[src/design/rrfc_pkg.sv]
// Shared types and constants of the radio receive frame checker.
// Used by the front, queue, back and top-level modules; depends on nothing.
package rrfc_pkg;

  localparam int unsigned QDepth = 4;
  localparam int unsigned QAddrW = $clog2(QDepth);

  localparam logic [2:0] ST_DATA    = 3'd0;
  localparam logic [2:0] ST_OK      = 3'd1;
  localparam logic [2:0] ST_BADLEN  = 3'd2;
  localparam logic [2:0] ST_TRUNC   = 3'd3;
  localparam logic [2:0] ST_STATION = 3'd4;
  localparam logic [2:0] ST_CRC     = 3'd5;

  localparam logic [7:0]  RSSI_OFFSET = 8'h80;
  localparam logic [15:0] ID_ANY      = 16'hffff;
  localparam logic [7:0]  MIN_LENGTH  = 8'd4;

  typedef struct packed {
    logic [6:0]  max_length;
    logic [15:0] station_id;
    logic        crc_transparent;
  } cfg_t;

  typedef struct packed {
    logic       two;
    logic [7:0] first_byte;
    logic       first_valid;
    logic       first_last;
    logic [2:0] first_status;
    logic [7:0] second_byte;
    logic [2:0] second_status;
  } entry_t;

endpackage

[src/design/rrfc_front.sv]
// Front part of the frame checker: takes FIFO bytes, tracks the frame and
// turns bytes into queue entries of one or two results. Uses rrfc_pkg.
module rrfc_front #(
  parameter int unsigned MAX_FRAME_BYTES = 127
) (
  input  logic             clk_i,
  input  logic             rst_ni,
  input  rrfc_pkg::cfg_t   cfg_i,
  input  logic             in_valid_i,
  output logic             in_ready_o,
  input  logic [7:0]       rx_byte_i,
  input  logic             byte_present_i,
  input  logic             q_full_i,
  output logic             push_o,
  output rrfc_pkg::entry_t entry_o
);
  import rrfc_pkg::*;

  logic       in_frame_q, in_frame_d;
  logic [6:0] length_q, length_d;
  logic [6:0] count_q, count_d;
  logic [7:0] held_q, held_d;
  logic [7:0] id_low_q, id_low_d;
  logic       mismatch_q, mismatch_d;
  logic       accept;
  logic       bad_length;
  logic       filter_on;
  logic [15:0] frame_id;
  logic [7:0] count_inc;
  logic [2:0] verdict;

  assign in_ready_o = !q_full_i;
  assign accept     = in_valid_i && !q_full_i;

  assign bad_length = rx_byte_i[0] || (rx_byte_i < MIN_LENGTH) ||
                      (rx_byte_i > {1'b0, cfg_i.max_length}) ||
                      (rx_byte_i > 8'(MAX_FRAME_BYTES));
  assign filter_on  = (cfg_i.station_id != 16'd0) && (cfg_i.station_id != ID_ANY);
  assign frame_id   = {rx_byte_i, id_low_q};
  assign count_inc  = {1'b0, count_q} + 8'd1;

  always_comb begin
    if (mismatch_q) begin
      verdict = ST_STATION;
    end else if (!cfg_i.crc_transparent && !rx_byte_i[7]) begin
      verdict = ST_CRC;
    end else begin
      verdict = ST_OK;
    end
  end

  always_comb begin
    in_frame_d = in_frame_q;
    length_d   = length_q;
    count_d    = count_q;
    held_d     = held_q;
    id_low_d   = id_low_q;
    mismatch_d = mismatch_q;
    push_o     = 1'b0;
    entry_o    = '0;
    if (accept) begin
      if (!in_frame_q) begin
        if (byte_present_i) begin
          if (bad_length) begin
            push_o               = 1'b1;
            entry_o.first_last   = 1'b1;
            entry_o.first_status = ST_BADLEN;
          end else begin
            in_frame_d = 1'b1;
            length_d   = rx_byte_i[6:0];
            count_d    = '0;
            mismatch_d = 1'b0;
          end
        end
      end else if (!byte_present_i) begin
        in_frame_d           = 1'b0;
        count_d              = '0;
        push_o               = 1'b1;
        entry_o.first_last   = 1'b1;
        entry_o.first_status = ST_TRUNC;
      end else if (count_q == 7'd0) begin
        id_low_d = rx_byte_i;
        held_d   = rx_byte_i;
        count_d  = 7'd1;
      end else if (count_inc < {1'b0, length_q}) begin
        if (count_q == 7'd1) begin
          mismatch_d = filter_on && (frame_id != 16'd0) && (frame_id != cfg_i.station_id);
        end
        push_o               = 1'b1;
        entry_o.first_byte   = held_q;
        entry_o.first_valid  = 1'b1;
        entry_o.first_status = ST_DATA;
        held_d               = rx_byte_i;
        count_d              = count_inc[6:0];
      end else begin
        push_o                = 1'b1;
        entry_o.two           = 1'b1;
        entry_o.first_byte    = rx_byte_i;
        entry_o.first_valid   = 1'b1;
        entry_o.first_status  = ST_DATA;
        entry_o.second_byte   = held_q + RSSI_OFFSET;
        entry_o.second_status = verdict;
        in_frame_d            = 1'b0;
        count_d               = '0;
      end
    end
  end

  always_ff @(posedge clk_i or negedge rst_ni) begin
    if (!rst_ni) begin
      in_frame_q <= 1'b0;
      length_q   <= '0;
      count_q    <= '0;
      held_q     <= '0;
      id_low_q   <= '0;
      mismatch_q <= 1'b0;
    end else begin
      in_frame_q <= in_frame_d;
      length_q   <= length_d;
      count_q    <= count_d;
      held_q     <= held_d;
      id_low_q   <= id_low_d;
      mismatch_q <= mismatch_d;
    end
  end

endmodule

[config.mk]
export PLATFORM = sky130hd
export DESIGN_NAME = rrfc_front
export DESIGN_NICKNAME = d
export VERILOG_FILES = /design/src/design/rrfc_pkg.sv /design/src/design/rrfc_front.sv
export SDC_FILE = /design/constraint.sdc
export NUM_CORES = 1
export LEC_CHECK = 0
export ABC_CLOCK_PERIOD_IN_PS = 2500
export BUFFER_PORTS_ARGS = -buffer_cell sky130_fd_sc_hd__buf_4
export CAP_MARGIN = 15
export CORE_MARGIN = 2
export CORE_UTILIZATION = 35
export CTS_BUF_LIST = sky130_fd_sc_hd__clkbuf_4 sky130_fd_sc_hd__clkbuf_8 sky130_fd_sc_hd__clkbuf_16
export DETAILED_ROUTE_END_ITERATION = 7
export SLEW_MARGIN = 10
export SYNTH_ARGS = -nofsm -noshare
export SYNTH_HDL_FRONTEND = slang
export SYNTH_SLANG_ARGS = --single-unit
export TNS_END_PERCENT = 10
[constraint.sdc]
create_clock -name clk_i -period 2.5 [get_ports clk_i]
set_input_delay 0.25 -clock clk_i [delete_from_list [all_inputs] [get_ports clk_i]]
set_output_delay 0.25 -clock clk_i [all_outputs]
set_load 0.05 [all_outputs]
==> results.toml <==
[floorplan]
die_width_um = 87.0
initial_core_util_pct = 35.9
die_area_um2 = 7560
chipHeight_um = 87.0
core-area_um2 = 6720
top_level_ports = 64
std_cell_rows = 30

[drt]
drt_wl_total_um = 6860
drt-pass1-iter-count = 4
ant_nets = 0
post_drt_via_cell_ratio = 5.24
dr_total_vias = 2152
wire_per_inst_um = 16.7
drt_iter0_markers = 67
final_routed_drc_violation_total = 0

[power]
power-per-cell-area_nw_per_um2 = 854
leakagePower_nw = 1.61
vdd_ir_drop_max_uv = 515
design_power_total_mw = 3.11

[hold_path]
hold_class = "in -> reg"
timing.hold.worst_path_depth = 2
whs_endpoint = "held_q[4]"
hold_path_startpoint = "rx_byte_i[4]"

[timing]
rsz0062_at_grt = "true"
setup_viol_count_final = 28
timing.hold.ws_ns = 0.277
setup_ws_post_layout_ns = -0.496
finalClockSkew_ns = 0.00311
min_period_over_period_pct = 120
post-route-min-period_ns = 3.00
timing_hold_violations_final = 0
fmax_mhz = 334
slew_viol_final = 0

[global_route]
pin_count_of_the_biggest_net_entering_global_routing = 33
global_route_wire_length_before_repair_um = 11100
antenna_found_initial = 0
number_of_global_route_vias_before_repair = 2224
globalRouteTotalUtil_pct = 18.9
total_congestion_overflow = 0

[setup_path]
worstReg2RegEnd = "mismatch_q"
worstPathMaxFanout = 5
worst_path_class_setup = "reg -> out"
cp_capture_type = "output pin"
arrival_ns = 2.75
rrSetupSlack_ns = -0.19
startpoint_type = "flop"
worst_ep_required_time_ns = 2.25
worstRegToRegCells = 13
worst_r2r_startpoint = "count_q[0]"

[yosys]
synth-edff-count = 0
synthesis.area_um2 = 2410
synth.ff_latch_count = 32
syn_avg_cell_area_um2 = 9.96
ys_warn_count = 0
synthFlopType = "sky130_fd_sc_hd__dfrtp_1"
synth-async-reset-ratio_pct = 100
seq_total_area_yosys_pct = 33.2
syn_inst = 242
post_synth_num_cell_types = 51

[cts]
clk_latency_ns = 0.29
clk_root_buffer_cell = "sky130_fd_sc_hd__clkbuf_8"
clk_transition_reported_paths_ns = 0.07
h-tree-depth = 2
tritoncts = "done"
tritoncts.num_buffers = 5
clock_sink_count = 32
clk_path_buf_depth = 2

[place]
placement.cell_area_um2 = 3210
placer_congestion = 0.909
pre_cts_ws_ns = -0.211
number_of_port_buffers = 61
place_hpwl_um = 4920

[run_status]
violations = "negative setup slack"
status = "complete, but fails checks"

[finish]
finalNetCount = 383
layout-area-overhead-vs-synth_pct = 51.0
antenna_cells_inserted = 0
final.fill_count = 580
utilization_pct = 54.2
multi_input_comb_area_um2 = 1760
seq_cell_area_um2 = 803
drive_gt1_share_pct = 49.8
post_route_design_area_um2 = 3640

[job]
drv.max_cap_violation_count = 0
metal layers:
metal	GRT usage [%]	wire, µm	vias to the layer above
li1	-	-	1036
met1	25.0	3050	1041
met2	31.4	3330	69
met3	4.74	442	6
met4	4.12	37	0
met5	0	0	-
per-stage QoR:
| stage | instances | setup TNS [ns] |
|---|---|---|
| global placement | 394 | -2.45 |
| finish | 411 | -9.50 |
| global route | 411 | -12.70 |
| detailed placement | 394 | -3.78 |
| floorplan | 243 | -4.52 |
| CTS | 411 | -12.29 |
cell usage in the layout, fill, tap and decap left out, types with 9 or more instances in the layout:
master / Yosys / final
sky130_fd_sc_hd__and2_1: 11 / 9
sky130_fd_sc_hd__nand2_1: 9 / 9
sky130_fd_sc_hd__buf_6: 2 / 20
sky130_fd_sc_hd__xnor2_1: 20 / 17
sky130_fd_sc_hd__buf_4: 4 / 67
sky130_fd_sc_hd__mux2_2: 20 / 19
sky130_fd_sc_hd__dfrtp_1: 32 / 30
sky130_fd_sc_hd__ha_1: 16 / 12
sky130_fd_sc_hd__inv_1: 18 / 17
sky130_fd_sc_hd__nand4_1: 10 / 10
flip-flops by register name, indices dropped and copies added, names as in the netlist:
signal and flops:
length_q 7, mismatch_q 1, id_low_q 8, held_q 8
count_q 7, in_frame_q 1
worst max path at each step:
stage / slack, ns / startpoint / endpoint / cells past startpoint
3_3_place_gp: -0.14 / count_q[1] / entry_o[20] / 11
6_report: -0.50 / count_q[0] / entry_o[22] / 12
2_1_floorplan: -0.27 / count_q[2] / entry_o[16] / 11
3_5_place_dp: -0.21 / count_q[0] / entry_o[21] / 11
4_1_cts: -0.54 / count_q[1] / entry_o[22] / 12
5_1_grt: -0.59 / count_q[0] / entry_o[22] / 12
where the power goes:
part,internal (mW),switching (mW)
Combinational,0.923,0.763
Sequential,0.692,0.209
Clock,0.307,0.214
cells in the mapped netlist (2+ instances only):
cell type	n	area, µm²
sky130_fd_sc_hd__mux2i_1	8	80.1
sky130_fd_sc_hd__o41ai_1	2	17.5
sky130_fd_sc_hd__buf_6	2	22.5
sky130_fd_sc_hd__buf_4	4	30.0
sky130_fd_sc_hd__o2bb2ai_1	2	17.5
sky130_fd_sc_hd__and3_1	2	12.5
sky130_fd_sc_hd__ha_1	16	200
sky130_fd_sc_hd__nand2b_1	3	18.8
sky130_fd_sc_hd__inv_1	18	67.6
sky130_fd_sc_hd__clkbuf_1	2	7.51
sky130_fd_sc_hd__a22o_1	5	43.8
sky130_fd_sc_hd__nand3_1	7	35.0
sky130_fd_sc_hd__mux2_2	20	225
sky130_fd_sc_hd__a21oi_1	7	35.0
sky130_fd_sc_hd__nor2_2	2	12.5
sky130_fd_sc_hd__nor3_1	5	25.0
sky130_fd_sc_hd__buf_2	3	15.0
sky130_fd_sc_hd__nand4_1	10	62.6
sky130_fd_sc_hd__dfrtp_1	32	801
sky130_fd_sc_hd__nand3b_1	2	15.0
sky130_fd_sc_hd__o21ai_0	2	10.0
sky130_fd_sc_hd__nor4_1	8	50.1
sky130_fd_sc_hd__and2_1	11	68.8
sky130_fd_sc_hd__xnor2_1	20	175
sky130_fd_sc_hd__nand2_1	9	33.8
sky130_fd_sc_hd__nor2_1	15	56.3
logic make-up (layout without fill, tap and decap cells):
logic type | count (synthesis) | after routing | share of synthesized area, %
other | 1 | 2 | 0.156
XOR/XNOR | 21 | 21 | 7.63
AO/OA/AOI/OAI | 31 | 31 | 10.5
buffers and inverters | 29 | 117 | 5.92
multiplexers | 30 | 30 | 13.8
adder cells (fa/ha/maj) | 16 | 16 | 8.31
flip-flops | 32 | 32 | 33.2
AND/OR/NAND/NOR | 82 | 82 | 20.5
worst max-delay path, stage by stage (launching register included):
cell,delay [ns]
sky130_fd_sc_hd__dfrtp_2,0.44
sky130_fd_sc_hd__buf_6,0.14
sky130_fd_sc_hd__inv_4,0.05
sky130_fd_sc_hd__ha_4,0.20
sky130_fd_sc_hd__ha_4,0.21
sky130_fd_sc_hd__a21boi_2,0.14
sky130_fd_sc_hd__o21ai_1,0.15
sky130_fd_sc_hd__a21oi_2,0.09
sky130_fd_sc_hd__a311oi_4,0.34
sky130_fd_sc_hd__buf_4,0.22
sky130_fd_sc_hd__mux2i_1,0.25
sky130_fd_sc_hd__nor2_2,0.07
sky130_fd_sc_hd__buf_6,0.15
final cells by class:
type	count	share of cell area, %
tap	80	2.75
inverter	18	1.93
clock inverter	2	0.963
timing repair buffer	91	21.8
multi-input combinational	182	48.4
sequential	32	22.1
clock buffer	6	2.10
what timing repair did:
item | 4_1_cts | 5_1_grt
gates resized for setup | 24 | 22
endpoints found under the setup margin | 28 | 38
cloned | 1 | 0
hold buffers | 1 | 0
setup buffers | 7 | 1
pin swaps | 9 | 11
hold endpoints to repair | 32 | 0
(Power assumes the default switching activity.)
